$ cat src/design/obrb_pkg.sv
// Shared types and constants for the overwriting byte ring buffer.
`default_nettype none

package obrb_pkg;

  localparam int BYTE_W = 8;
  localparam int LEN_W  = 7;

  localparam logic KIND_WRITE = 1'b0;
  localparam logic KIND_FETCH = 1'b1;

  typedef struct packed {
    logic              kind;
    logic [BYTE_W-1:0] write_byte;
    logic [LEN_W-1:0]  fetch_length;
  } in_t;

  typedef struct packed {
    logic [BYTE_W-1:0] read_byte;
    logic              byte_present;
    logic              last_of_fetch;
  } out_t;

  // One slot issued by the fetch sequencer towards the output stage.
  typedef struct packed {
    logic valid;
    logic present;
    logic last;
  } issue_t;

endpackage

`default_nettype wire

$ cat src/design/obrb_ctrl.sv
// Index registers, request decode and fetch sequencer driving the byte store.
`default_nettype none

module obrb_ctrl #(
  parameter int DEPTH = 4096,
  parameter int MAX_FETCH = 64,
  localparam int AW = (DEPTH > 1) ? $clog2(DEPTH) : 1
) (
  input  wire logic                      clk,
  input  wire logic                      rst,
  input  wire logic                      in_valid,
  output logic                           in_stall,
  input  wire obrb_pkg::in_t             in_data,
  input  wire logic                      room,
  output obrb_pkg::issue_t               issue,
  output logic                           we,
  output logic [AW-1:0]                  waddr,
  output logic [obrb_pkg::BYTE_W-1:0]    wdata,
  output logic                           re,
  output logic [AW-1:0]                  raddr
);

  localparam int CW = (AW + 1 > obrb_pkg::LEN_W) ? AW + 1 : obrb_pkg::LEN_W;

  logic                       busy;
  logic                       empty_req;
  logic [obrb_pkg::LEN_W-1:0] remaining;
  logic [AW-1:0]              write_index;
  logic [AW-1:0]              read_index;

  logic                       accept;
  logic                       issue_go;
  logic [obrb_pkg::LEN_W-1:0] flen_sat;
  logic [AW:0]                avail;
  logic [CW-1:0]              avail_c;
  logic [CW-1:0]              flen_c;
  logic [obrb_pkg::LEN_W-1:0] count;

  function automatic logic [AW-1:0] inc_index(input logic [AW-1:0] i);
    return (i == AW'(DEPTH - 1)) ? '0 : i + 1'b1;
  endfunction

  // No request is taken while reset is held.
  assign in_stall = busy || rst;
  assign accept   = in_valid && !in_stall;

  // Bytes held between the indices, modulo DEPTH, and the fetch count they and MAX_FETCH allow.
  always_comb begin
    flen_sat = (in_data.fetch_length > obrb_pkg::LEN_W'(MAX_FETCH)) ?
               obrb_pkg::LEN_W'(MAX_FETCH) : in_data.fetch_length;
    if (write_index >= read_index) begin
      avail = {1'b0, write_index} - {1'b0, read_index};
    end else begin
      avail = {1'b0, write_index} + (AW + 1)'(DEPTH) - {1'b0, read_index};
    end
    avail_c = CW'(avail);
    flen_c  = CW'(flen_sat);
    count   = (avail_c < flen_c) ? obrb_pkg::LEN_W'(avail_c) : flen_sat;
  end

  assign issue_go      = busy && room;
  assign issue.valid   = issue_go;
  assign issue.present = !empty_req;
  assign issue.last    = empty_req || (remaining == obrb_pkg::LEN_W'(1));

  assign we    = accept && (in_data.kind == obrb_pkg::KIND_WRITE);
  assign waddr = write_index;
  assign wdata = in_data.write_byte;
  assign re    = issue_go && !empty_req;
  assign raddr = read_index;

  always_ff @(posedge clk) begin
    if (rst) begin
      busy        <= 1'b0;
      empty_req   <= 1'b0;
      remaining   <= '0;
      write_index <= '0;
      read_index  <= '0;
    end else begin
      if (accept) begin
        if (in_data.kind == obrb_pkg::KIND_WRITE) begin
          write_index <= inc_index(write_index);
        end else begin
          busy      <= 1'b1;
          empty_req <= (count == '0);
          remaining <= count;
        end
      end
      if (issue_go) begin
        if (!empty_req) begin
          read_index <= inc_index(read_index);
          remaining  <= remaining - 1'b1;
        end
        if (issue.last) begin
          busy <= 1'b0;
        end
      end
    end
  end

endmodule

`default_nettype wire

$ cat config.mk
export PLATFORM = sky130hd
export DESIGN_NAME = obrb_ctrl
export DESIGN_NICKNAME = d
export VERILOG_FILES = /design/src/design/obrb_pkg.sv /design/src/design/obrb_ctrl.sv
export SDC_FILE = /design/constraint.sdc
export NUM_CORES = 1
export LEC_CHECK = 0
export ABC_AREA = 1
export BUFFER_PORTS_ARGS = -buffer_cell sky130_fd_sc_hd__buf_2
export CAP_MARGIN = 20
export CORE_ASPECT_RATIO = 1.2
export CORE_MARGIN = 2
export CORE_UTILIZATION = 40
export CTS_BUF_LIST = sky130_fd_sc_hd__clkbuf_4
export CTS_CLUSTER_SIZE = 24
export DETAILED_ROUTE_END_ITERATION = 12
export REMOVE_ABC_BUFFERS = 1
export SYNTH_ARGS = -nofsm -noshare
export SYNTH_HDL_FRONTEND = slang
export SYNTH_SLANG_ARGS = --single-unit
$ cat constraint.sdc
create_clock -name clk -period 3.5 [get_ports clk]
set_input_delay 0.175 -clock clk [delete_from_list [all_inputs] [get_ports clk]]
set_output_delay 0.175 -clock clk [all_outputs]
set_load 0.05 [all_outputs]
==> out/metrics.cfg <==
[outcome]
run_status=completed

[power]
seqPwrFrac_pct=46.2
p_comb_share_pct=29.0
p_leak_nw=1.503
power_density_nw_per_um2=280.2
irDropWorstVdd_uv=196.9
p_clk_share_pct=24.8
p_sw_share_pct=35.18
internal-power_w=0.0005563
p_sw_w=0.0003019

[cts]
clk_latency_ns=0.33
cts_buffers=5
max-clock-path-buffers=2
h-tree-depth=2
cts.clk_slew.worst_paths_ns=0.11
tritoncts=built
cts_hold_buf=0
cts_root_buffer=clkbuf_4
clock-sinks=33

[timing]
min_period_over_period_pct=88.30
setup_violations=0
rsz0062_at_grt=false
setup_ws_ns=0.4094
tightest_slew_ns=0.6456
period_minus_slack_ns=3.091
slew_viol_final=0
fin_skew_ns=0.01319
hold_violations=0
finalSetupTns_ns=0
max_slew_margin_pct=56.51
fmax_ghz=0.3236
whs_ns=0.1578

[routing]
via_count=2797
wl_um=7019
drtPass1Iterations=5
ant_nets=0
drc_errors=0
vias_per_cell=5.004
drt_iter0_drc=84
routedWlPerCell_um=12.56

[setup_path]
ff2ff_setup_slack_ns=0.41
critical-path-top-delay-family=simple AND/OR/NAND/NOR gates
reg2reg_depth=21
crit_top_cell=nand2_1
critPathLaunchType=flip-flop
crit_path_top_delay_cell=fa_2
endpoint_kind=flip-flop
crit_fanout=8
cp.required_ns=3.76
cp.arrival_ns=3.35
critical_path_buf_inv_count=3
crit_type=flip-flop to flip-flop
cp_cell_sequence=inv_1 > ha_1 > inv_1 > fa_2 > nand2_1 > nand2_1 > and2_1 > nand2_1 > nand2_1 > xnor2_1 > inv_1 > ha_1 > a21oi_2 > nand3_4 > nor2_8 > nand3_4 > nand2_1 > nand2_1 > nand2_1 > o211ai_1 > a21oi_1
r2r_start=waddr[0]$_SDFFE_PP0P_
r2r-end=remaining[6]$_SDFF_PP0_
cp_slowest_stage_delay_ns=0.37

[synthesis]
synth_cells=438
synth.most_common_cell=nand2_1
synth_edf_count=0
synthesis.area_um2=2776
ys_seq_area_share_pct=23.79
synth_top_area_share_pct=23.79
synthTopCellsByCount=nand2_1, inv_1, nor2_1
ys_dominant_reg_cell=dfxtp_1
synth_area_per_cell_um2=6.339
yosysTopAreaCell=dfxtp_1
synthArstFlopShare_pct=0
yosys_warnings=0
yosys-top-cells-area=dfxtp_1, nand2_1, ha_1
yosysUniqueCellTypes=39
ys_seq_elements=33

[global_route]
grt_pass1_vias=2640
grt_use_total_pct=19.33
antenna_found_initial=0
grt_overflow=0
grt_pass1_wl_um=11760
grt_max_degree=17

[min_path]
whs_endpoint=busy$_SDFF_PP0_
hold_class=primary input to flip-flop
hold_path_depth=4
hp-start=room

[floorplanning]
die-area_um2=7626
rows=33
num_io_pins=58
core_um2=6771
die_h_um=95.27
start_util_pct=41.00
die_x_um=80.06

[placed_design]
io_buffers=41
place_ws_ns=0.2611
globalplace.congestion=0.9019
detailed_place_hpwl_um=5767

[finish]
multi_input_area_um2=1769
regArea_um2=661.9
fillers=776
drive_above_1_share_pct=16.10
area_growth_syn_to_layout_pct=10.32
fin_nets=514
diodes=0

[job]
maxCapViolations=0

[worst register-to-register path, cell delays in order (launching register included)]
cell and delay [ns]:
dfxtp_1 0.34, inv_1 0.10, ha_1 0.15, inv_1 0.07, fa_2 0.37, nand2_1 0.07
nand2_1 0.07, and2_1 0.16, nand2_1 0.06, nand2_1 0.05, xnor2_1 0.18, inv_1 0.06
ha_1 0.32, a21oi_2 0.19, nand3_4 0.11, nor2_8 0.18, nand3_4 0.12, nand2_1 0.08
nand2_1 0.06, nand2_1 0.06, o211ai_1 0.09, a21oi_1 0.13
[timing repair]
item / CTS / global route
setup buffers: 0 / 0
resized for setup: 0 / 4
endpoints found under the setup margin: 0 / 6
[power by group through the flow]
stage               sequential (W)  clock, W  combinational, W
floorplan                 0.000407         0          0.000188
global placement          0.000405         0          0.000242
detailed placement        0.000405         0          0.000246
CTS                       0.000396  0.000221          0.000247
global route              0.000398  0.000239          0.000287
finish                    0.000396  0.000213          0.000249
[metal layers]
layer	global-route usage [%]	routed length [um]
met1	22.77	3145
met2	35.00	3473
met3	4.545	248
met4	4.944	151
met5	0	0
[cell usage in the layout, fill, tap and decap left out, types with 2 or more instances in the layout]
| cell type | n |
|---|---|
| ha_1 | 22 |
| o21ai_1 | 2 |
| nand3b_1 | 3 |
| buf_2 | 41 |
| nand2_1 | 117 |
| nor2_4 | 3 |
| a31oi_1 | 3 |
| inv_1 | 65 |
| a21oi_1 | 30 |
| o21ai_0 | 9 |
| xnor2_1 | 2 |
| clkinv_2 | 2 |
| a21oi_2 | 4 |
| o211ai_1 | 3 |
| inv_2 | 5 |
| nand4_1 | 5 |
| clkbuf_4 | 6 |
| xor2_1 | 6 |
| nor3_1 | 9 |
| nand3_1 | 32 |
| nand3_4 | 2 |
| a211oi_1 | 6 |
| dfxtp_1 | 32 |
| nor2_1 | 43 |
| nand2_2 | 5 |
| nor2_2 | 2 |
[through the flow]
stage	utilization [%]	cells	power [W]	area, um^2
CTS	45.07	559	0.0008645	3052
floorplan	-	423	0.0005945	2683
global route	45.23	559	0.0009235	3063
global placement	44.25	551	0.0006465	2997
detailed placement	44.25	551	0.0006510	2997
finish	45.23	559	0.0008583	3063
[how the worst max path moves through the flow]
stage | startpoint | cells after the start | slack, ns | endpoint
3_5_place_dp | raddr[0]$_SDFFE_PP0P_ | 20 | 0.26 | remaining[6]$_SDFF_PP0_
6_report | waddr[0]$_SDFFE_PP0P_ | 21 | 0.41 | remaining[6]$_SDFF_PP0_
4_1_cts | raddr[0]$_SDFFE_PP0P_ | 20 | 0.21 | remaining[6]$_SDFF_PP0_
3_3_place_gp | raddr[0]$_SDFFE_PP0P_ | 20 | 0.38 | empty_req$_SDFFE_PP0P_
2_1_floorplan | raddr[0]$_SDFFE_PP0P_ | 20 | 0.15 | empty_req$_SDFFE_PP0P_
5_1_grt | waddr[0]$_SDFFE_PP0P_ | 20 | 0.01 | remaining[2]$_SDFF_PP0_
[flip-flops by register name, indices dropped and copies added, names as in the netlist]
| name | flops |
|---|---|
| busy | 1 |
| waddr | 12 |
| remaining | 7 |
| raddr | 12 |
| empty_req | 1 |
[layout make-up]
type	instances	share of cell area, %
inverter	70	8.578
timing repair buffer	41	6.699
multi-input combinational	320	57.76
clock buffer	6	1.471
clock inverter	2	0.3268
sequential	33	21.61
tap	87	3.554
[logic make-up after synthesis]
logic type                 synth area share (%)
and+or+nand+nor                           37.22
buffers and inverters                     12.84
DFF                                       23.79
AOI/OAI and AO/OA                         12.98
xor gates and xnor gates                  2.524
adders and majority gates                 10.64
Power figures use the tool's default switching activity.
