### config.mk
export PLATFORM = sky130hd
export DESIGN_NAME = obrb_out
export DESIGN_NICKNAME = d
export VERILOG_FILES = /design/src/design/obrb_pkg.sv /design/src/design/obrb_out.sv
export SDC_FILE = /design/constraint.sdc
export NUM_CORES = 1
export LEC_CHECK = 0
export BUFFER_PORTS_ARGS = -buffer_cell sky130_fd_sc_hd__buf_2
export CAP_MARGIN = 20
export CORE_MARGIN = 2
export CORE_UTILIZATION = 50
export DETAILED_ROUTE_END_ITERATION = 10
export PLACE_DENSITY = 0.77
export SYNTH_ARGS = -nofsm -noshare
export SYNTH_HDL_FRONTEND = slang
export SYNTH_SLANG_ARGS = --single-unit
### constraint.sdc
create_clock -name clk -period 2.4 [get_ports clk]
set_input_delay 0.48 -clock clk [delete_from_list [all_inputs] [get_ports clk]]
set_output_delay 0.48 -clock clk [all_outputs]
set_load 0.1 [all_outputs]
### src/design/obrb_pkg.sv
// Shared types and constants for the overwriting byte ring buffer.
`default_nettype none

package obrb_pkg;

  localparam int BYTE_W = 8;
  localparam int LEN_W  = 7;

  localparam logic KIND_WRITE = 1'b0;
  localparam logic KIND_FETCH = 1'b1;

  typedef struct packed {
    logic              kind;
    logic [BYTE_W-1:0] write_byte;
    logic [LEN_W-1:0]  fetch_length;
  } in_t;

  typedef struct packed {
    logic [BYTE_W-1:0] read_byte;
    logic              byte_present;
    logic              last_of_fetch;
  } out_t;

  // One slot issued by the fetch sequencer towards the output stage.
  typedef struct packed {
    logic valid;
    logic present;
    logic last;
  } issue_t;

endpackage

`default_nettype wire

### src/design/obrb_out.sv
// Output register with a skid entry, fed in the cycle after each store read.
`default_nettype none

module obrb_out (
  input  wire logic                        clk,
  input  wire logic                        rst,
  input  wire obrb_pkg::issue_t            issue,
  input  wire logic [obrb_pkg::BYTE_W-1:0] rdata,
  output logic                             room,
  output logic                             out_valid,
  input  wire logic                        out_stall,
  output obrb_pkg::out_t                   out_data
);

  logic           pend;
  logic           pend_present;
  logic           pend_last;
  logic           skid_valid;
  obrb_pkg::out_t skid;

  logic           out_valid_next;
  obrb_pkg::out_t out_data_next;
  logic           skid_valid_next;
  obrb_pkg::out_t skid_next;
  obrb_pkg::out_t pend_word;
  logic           leave;
  logic           take;
  logic [1:0]     occ;

  always_comb begin
    pend_word.read_byte     = pend_present ? rdata : '0;
    pend_word.byte_present  = pend_present;
    pend_word.last_of_fetch = pend_last;
  end

  assign leave = out_valid && !out_stall;
  assign take  = !out_valid || !out_stall;

  // A new slot may be issued only if its data is sure of a place next cycle.
  assign occ  = 2'(pend) + 2'(out_valid) + 2'(skid_valid) - 2'(leave);
  assign room = occ < 2'd2;

  always_comb begin
    out_valid_next  = out_valid;
    out_data_next   = out_data;
    skid_valid_next = skid_valid;
    skid_next       = skid;
    if (take) begin
      if (skid_valid) begin
        out_valid_next  = 1'b1;
        out_data_next   = skid;
        skid_valid_next = pend;
        skid_next       = pend_word;
      end else begin
        out_valid_next  = pend;
        out_data_next   = pend_word;
        skid_valid_next = 1'b0;
      end
    end else if (pend) begin
      skid_valid_next = 1'b1;
      skid_next       = pend_word;
    end
  end

  always_ff @(posedge clk) begin
    if (rst) begin
      pend       <= 1'b0;
      skid_valid <= 1'b0;
      out_valid  <= 1'b0;
    end else begin
      pend       <= issue.valid;
      skid_valid <= skid_valid_next;
      out_valid  <= out_valid_next;
    end
    pend_present <= issue.present;
    pend_last    <= issue.last;
    skid         <= skid_next;
    out_data     <= out_data_next;
  end

endmodule

`default_nettype wire

==> results of run 1 <==
==> cell usage in the layout, fill, tap and decap left out, types with 2 or more instances in the layout <==
cell type and instances:
buf_2 24, edfxtp_1 20, and2_1 8, mux2_4 7, mux2_2 3, clkbuf_4 3
dfxtp_1 3, buf_4 3, inv_2 2, a21oi_1 2, ha_4 2
==> synth_stat cells (all sizes together) <==
cell type / n / area [µm²]
inv: 3 / 11.3
nand4b: 1 / 8.76
ha: 2 / 25.0
and2: 8 / 50.1
edfxtp: 20 / 601
a21oi: 3 / 15.0
buf: 1 / 11.3
nor2b: 2 / 12.5
mux2i: 1 / 10.0
nand2: 1 / 3.75
mux2: 10 / 139
o31ai: 1 / 7.51
xor2: 1 / 8.76
dfxtp: 5 / 100
==> sequential cells by signal, indices dropped and copies added (netlist names) <==
name,count
out_valid,1
pend_last,1
pend_present,1
out_data,10
pend,1
skid_valid,1
skid,10
==> through the flow <==
step	TNS [ns]	power [W]	std cells	hold slack, ns
finish	0	0.000862	117	0.270
global route	0	0.000896	117	0.245
CTS	0	0.000873	117	0.258
detailed placement	0	0.000693	112	0.411
global placement	0	0.000689	112	0.414
floorplan	-0.0679	0.000656	59	0.404
==> logic make-up (layout without fill, tap and decap cells) <==
group | after synthesis | count (layout) | synth area share [%]
DFF | 25 | 25 | 69.8
AOI/OAI and AO/OA | 4 | 4 | 2.24
xor gates and xnor gates | 1 | 1 | 0.873
buffers and inverters | 4 | 35 | 2.24
and+or+nand+nor | 12 | 12 | 7.48
muxes | 11 | 11 | 14.8
adders and majority gates | 2 | 2 | 2.49
==> final cells by class <==
cell class                 count  area (µm²)  area share [%]
timing repair buffer          28         163            12.7
sequential                    25         706            55.0
clock buffer                   4        26.3            2.05
inverter                       3        11.3           0.878
tap                           27        33.8            2.63
multi-input combinational     30         343            26.7
==> power by group through the flow <==
stage               combinational [W]  clock, W  sequential [W]
CTS                          0.000193  0.000185        0.000495
floorplan                   0.0000442         0        0.000612
detailed placement           0.000186         0        0.000507
global route                 0.000200  0.000198        0.000498
global placement             0.000183         0        0.000506
finish                       0.000192  0.000175        0.000495
==> how the worst min path moves through the flow <==
stage,endpoint,slack (ns)
floorplan,skid[0],0.40
global placement,skid[0],0.41
detailed placement,skid[0],0.41
CTS,pend_present,0.26
global route,pend_present,0.24
finish,pend_present,0.27
==> per-layer routing <==
metal	part of all wire (%)	GRT usage, %	vias to the layer above	routed length, µm
li1	-	-	275	-
met1	39	16.8	266	593
met2	56	28.1	17	858
met3	4.6	3.99	0	70
met4	0	5.71	0	0
met5	0	0	-	0
==> what timing repair did <==
action,CTS,global route
gates resized for setup,3,1
buffers inserted,1,0
endpoints found under the setup margin,1,1
pin swaps,4,4
==> flow_summary.toml, run 1 <==
[status]
status = "complete, no violations"

[setup_path]
worst_setup_path_start_kind = "flop"
crit_family = "adder cells"
endpoint = "room"
r2r_start = "out_valid"
reg2reg_slack_ns = 0.93
worst_setup_path_end_kind = "output port"
crit_buf_inv = 2
cp_slowest_cell = "dfxtp_4"
crit_path_frequent_cell = "ha_4"
reg2reg_depth = 5
regToRegEndpoint = "skid[8]"
worstPathCellList = "nor2b_4 > ha_4 > inv_2 > ha_4 > a21oi_4 > xor2_4 > buf_12"
path_depth = 7
critPathKind = "flop to output port"
worstPathMaxFanout = 2
crit_arrival_ns = 1.84
critPathLaunch = "out_valid"
max_stage_delay_ns = 0.36
cp.required_ns = 1.92

[finish]
fin_util_pct = 66.7
nets = 107
final_area_um2 = 1280
drive_gt1_share_pct = 55.6
nFillCells = 142
area_growth_pct = 27.8
antenna_cells = 0

[drt]
drtIter0Drc = 1
wl_per_cell_um = 13.0
via_per_inst = 4.77
drcViolationCount = 0
wl_um = 1520
ant_nets = 0
dr.pass1.iters = 4
num_vias = 558

[sta]
fin_ws_ns = 0.0769
grt_setup_unrepaired = "false"
drv_slew = 0
fin_crit_sh_pct = 96.8
layout_min_cycle_time_ns = 2.32
max_freq_ghz = 0.430
setup_viol = 0
tightest_slew_ns = 0.503
slew_headroom_pct = 66.7
hold_viol = 0
skew_ns = 0.00484

[grt]
antenna_found_initial = 0
grt_use_total_pct = 15.3
grt_pass1_wl_um = 2640
gr-total-overflow = 0
grt_pass1_vias = 587
grt_start_max_net_pins = 14

[pwr]
leakage_nw = 0.545
powerDensity_nw_per_um2 = 672
seq_power_share_pct = 57.4
p_sw_share_pct = 30.4
pwr-share-clk_pct = 20.3
switchingPower_w = 0.000262
p_int_w = 0.000601
combPwrFrac_pct = 22.3
ir_worst_vdd_mv = 0.300

[placed_design]
post_dp_cell_area_um2 = 1230
dp_slack_ns = 0.108
place.gp.congestion = 0.755
portBuffers = 25

[synth]
synth_nets = 75
ys_warn_count = 0
netlist_area_um2 = 1000
ys_seq_area_share_pct = 69.8
avgSynthCellArea_um2 = 17.0
synth.distinct_cells = 16
synth_seq_cells = 25
netlist_instances = 59

[floorplanning]
dieHeight_um = 48.8
dieArea_um2 = 2380
initial_core_util_pct = 52.2
coreArea_um2 = 1920
io_pins = 26
rows = 16
fp.dieW_um = 48.8

[clock_network]
cts_tree = "yes"
clockRootBuffer = "clkbuf_4"
htreeDepth = 1
cts.clk_slew.worst_paths_ns = 0.12
cts.sinks = 25
holdBufCountCts = 0
numCtsBuffers = 3
clockBufferDepth = 2
insertion_delay_ns = 0.30

[min_path]
hold_path_startpoint = "issue[1]"
hold_depth = 1
hp-class = "input port to flop"

[flow_run]
drv_cap = 0
(Power assumes the default switching activity.)
==> inputs of run 2 (changes only) <==
- ABC_AREA: not set -> 1
==> flow_summary.toml, run 2 <==
[synth]
synth_seq_cells = 25
yosysMostFrequentCell = "nand2_1"
synth_nets = 108
ys_top_cells_by_count = "nand2_1 (29), edfxtp_1 (20), inv_1 (16)"
synth_top_area_share_pct = 60.0
synth_top_cell_by_area = "edfxtp_1"
ys_top_cells_by_area = "edfxtp_1 (60%), nand2_1 (11%), dfxtp_1 (10%)"
ys_seq_area_share_pct = 70.0
avgSynthCellArea_um2 = 10.9
ys.flop_type = "edfxtp_1"
netlist_area_um2 = 1000
synth_edf_count = 20
ys_warn_count = 0
netlist_instances = 92
synth.distinct_cells = 16
async_reset_ff_share_pct = 0

[clock_network]
clockRootBuffer = "clkbuf_4"
cts.clk_slew.worst_paths_ns = 0.13
htreeDepth = 1
postCtsSetupBuffers = 0
insertion_delay_ns = 0.30
cts_tree = "yes"
holdBufCountCts = 0
numCtsBuffers = 3
clockBufferDepth = 2
cts.sinks = 25

[drt]
drtIter0Drc = 5
wl_per_cell_um = 9.14
drcViolationCount = 0
via_per_inst = 4.27
dr.pass1.iters = 6
ant_nets = 0
wl_um = 1340
num_vias = 623

[floorplanning]
coreArea_um2 = 1920
initial_core_util_pct = 52.1
dieArea_um2 = 2380
dieHeight_um = 48.7
rows = 16
io_pins = 26
fp.dieW_um = 48.7

[status]
status = "complete, no violations"

[setup_path]
critPathKind = "flop to output port"
regToRegEndpoint = "skid[3]"
cp.required_ns = 1.92
r2r_start = "skid_valid"
worst_setup_path_end_kind = "output port"
worst_setup_path_start_kind = "flop"
reg2reg_depth = 4
crit_arrival_ns = 1.77
reg2reg_slack_ns = 0.89
worstPathMaxFanout = 5

[finish]
top_regs = "out_data (10), skid (10)"
final_cell_mix = "nand2_1 (28), buf_2 (24), edfxtp_1 (20)"
area_growth_pct = 20.0
antenna_cells = 0
nets = 136
drive_gt1_share_pct = 30.3
final_common_cell = "nand2_1"

[sta]
drv_slew = 0
slew_headroom_pct = 67.8
layout_min_cycle_time_ns = 2.25
skew_ns = 0.00603
setup_viol = 0
grt_setup_unrepaired = "false"
final.setup.tns_ns = 0
fin_crit_sh_pct = 93.8
tightest_slew_ns = 0.486
fin_ws_ns = 0.149
max_freq_ghz = 0.444
hold_viol = 0

[placed_design]
dp_slack_ns = 0.247
place_hpwl_um = 990
place.gp.congestion = 0.677
portBuffers = 25

[grt]
antenna_found_initial = 0
grt_start_max_net_pins = 22
grt_pass1_vias = 538
grt_use_total_pct = 12.2
gr-total-overflow = 0
grt_pass1_wl_um = 2260

[pwr]
powerDensity_nw_per_um2 = 706
ir_worst_vdd_mv = 0.530
leakage_nw = 0.580

[min_path]
hp-class = "input port to flop"
hold_depth = 1
hold_path_startpoint = "issue[0]"
whs_endpoint = "pend_last"

[flow_run]
drv_cap = 0
==> run 2: changes by cell type after synthesis, sizes merged, moves of 4 or more <==
| cell | previous run | this run |
|---|---|---|
| nand2 | 1 | 30 |
| mux2 | 10 | 0 |
| inv | 3 | 16 |
| nor2 | 0 | 4 |
| and2 | 8 | 0 |
| o21ai | 0 | 8 |
==> run 2: repair_timing <==
| action | 4_1_cts | 5_1_grt |
|---|---|---|
| endpoints found under the hold margin | 0 | 0 |
| setup endpoints to repair | 0 | 1 |
| resized for setup | 0 | 3 |
==> run 2: where the power goes <==
| part | leakage [nW] | total, W | internal (W) | switching [W] |
|---|---|---|---|---|
| registers | 0.246 | 0.000500 | 0.000492 | 0.00000833 |
| logic | 0.316 | 0.000174 | 0.0000307 | 0.000143 |
| clock network | 0.0177 | 0.000173 | 0.0000620 | 0.000111 |
| total | 0.580 | 0.000847 | 0.000584 | 0.000263 |
==> run 2: critical path, cell delays in order, from the launching register on <==
cell	delay, ns
dfxtp_4	0.38
inv_2	0.05
nor2_2	0.03
ha_1	0.27
inv_1	0.04
ha_1	0.27
nand2_1	0.08
nand2_1	0.05
nand2_1	0.06
nand2_2	0.07
buf_12	0.16
==> run 2: final cells by class <==
| class | instances | area (µm²) |
|---|---|---|
| fill | 169 | 721 |
| sequential | 25 | 704 |
| multi-input combinational | 48 | 228 |
| timing repair buffer | 26 | 148 |
| inverter | 16 | 60.1 |
| tap | 27 | 33.8 |
| clock buffer | 3 | 22.5 |
| clock inverter | 1 | 5.00 |
==> run 2: kinds of logic (layout without fill, tap and decap cells) <==
| family | Yosys count | count (layout) | synth area share [%] |
|---|---|---|---|
| fa+ha+maj | 2 | 2 | 2.50 |
| compound gates | 10 | 10 | 5.25 |
| simple gates | 36 | 36 | 14.5 |
| flops | 25 | 25 | 70.0 |
| buf+inv | 19 | 46 | 7.75 |
==> run 2: through the flow <==
step | cell area (µm²) | instances | hold WS [ns] | util [%] | total power, W
after floorplan | 1000 | 92 | 0.403 | - | 0.000650
after global placement | 1170 | 142 | 0.427 | 60.8 | 0.000682
after detailed placement | 1170 | 142 | 0.430 | 60.8 | 0.000685
after CTS | 1200 | 146 | 0.267 | 62.2 | 0.000853
after global routing | 1200 | 146 | 0.251 | 62.5 | 0.000881
final | 1200 | 146 | 0.268 | 62.5 | 0.000847
==> run 2: per-layer routing <==
metal  share of wire [%]  up-vias  track usage, %
li1                    -      346               -
met1                  48      261            17.0
met2                  47       16            18.7
met3                 4.9        0            3.40
met4                   0        0            3.81
met5                   0        -               0
==> run 2: worst max path at each step <==
| stage | slack [ns] | end | depth (start not counted) | startpoint |
|---|---|---|---|---|
| after floorplan | 0.03 | room | 8 | out_valid |
| after global placement | 0.32 | room | 9 | out_stall |
| after detailed placement | 0.25 | room | 9 | out_stall |
| after CTS | 0.12 | room | 9 | out_valid |
| after global routing | 0.003 | room | 9 | pend |
| final | 0.15 | room | 10 | out_valid |
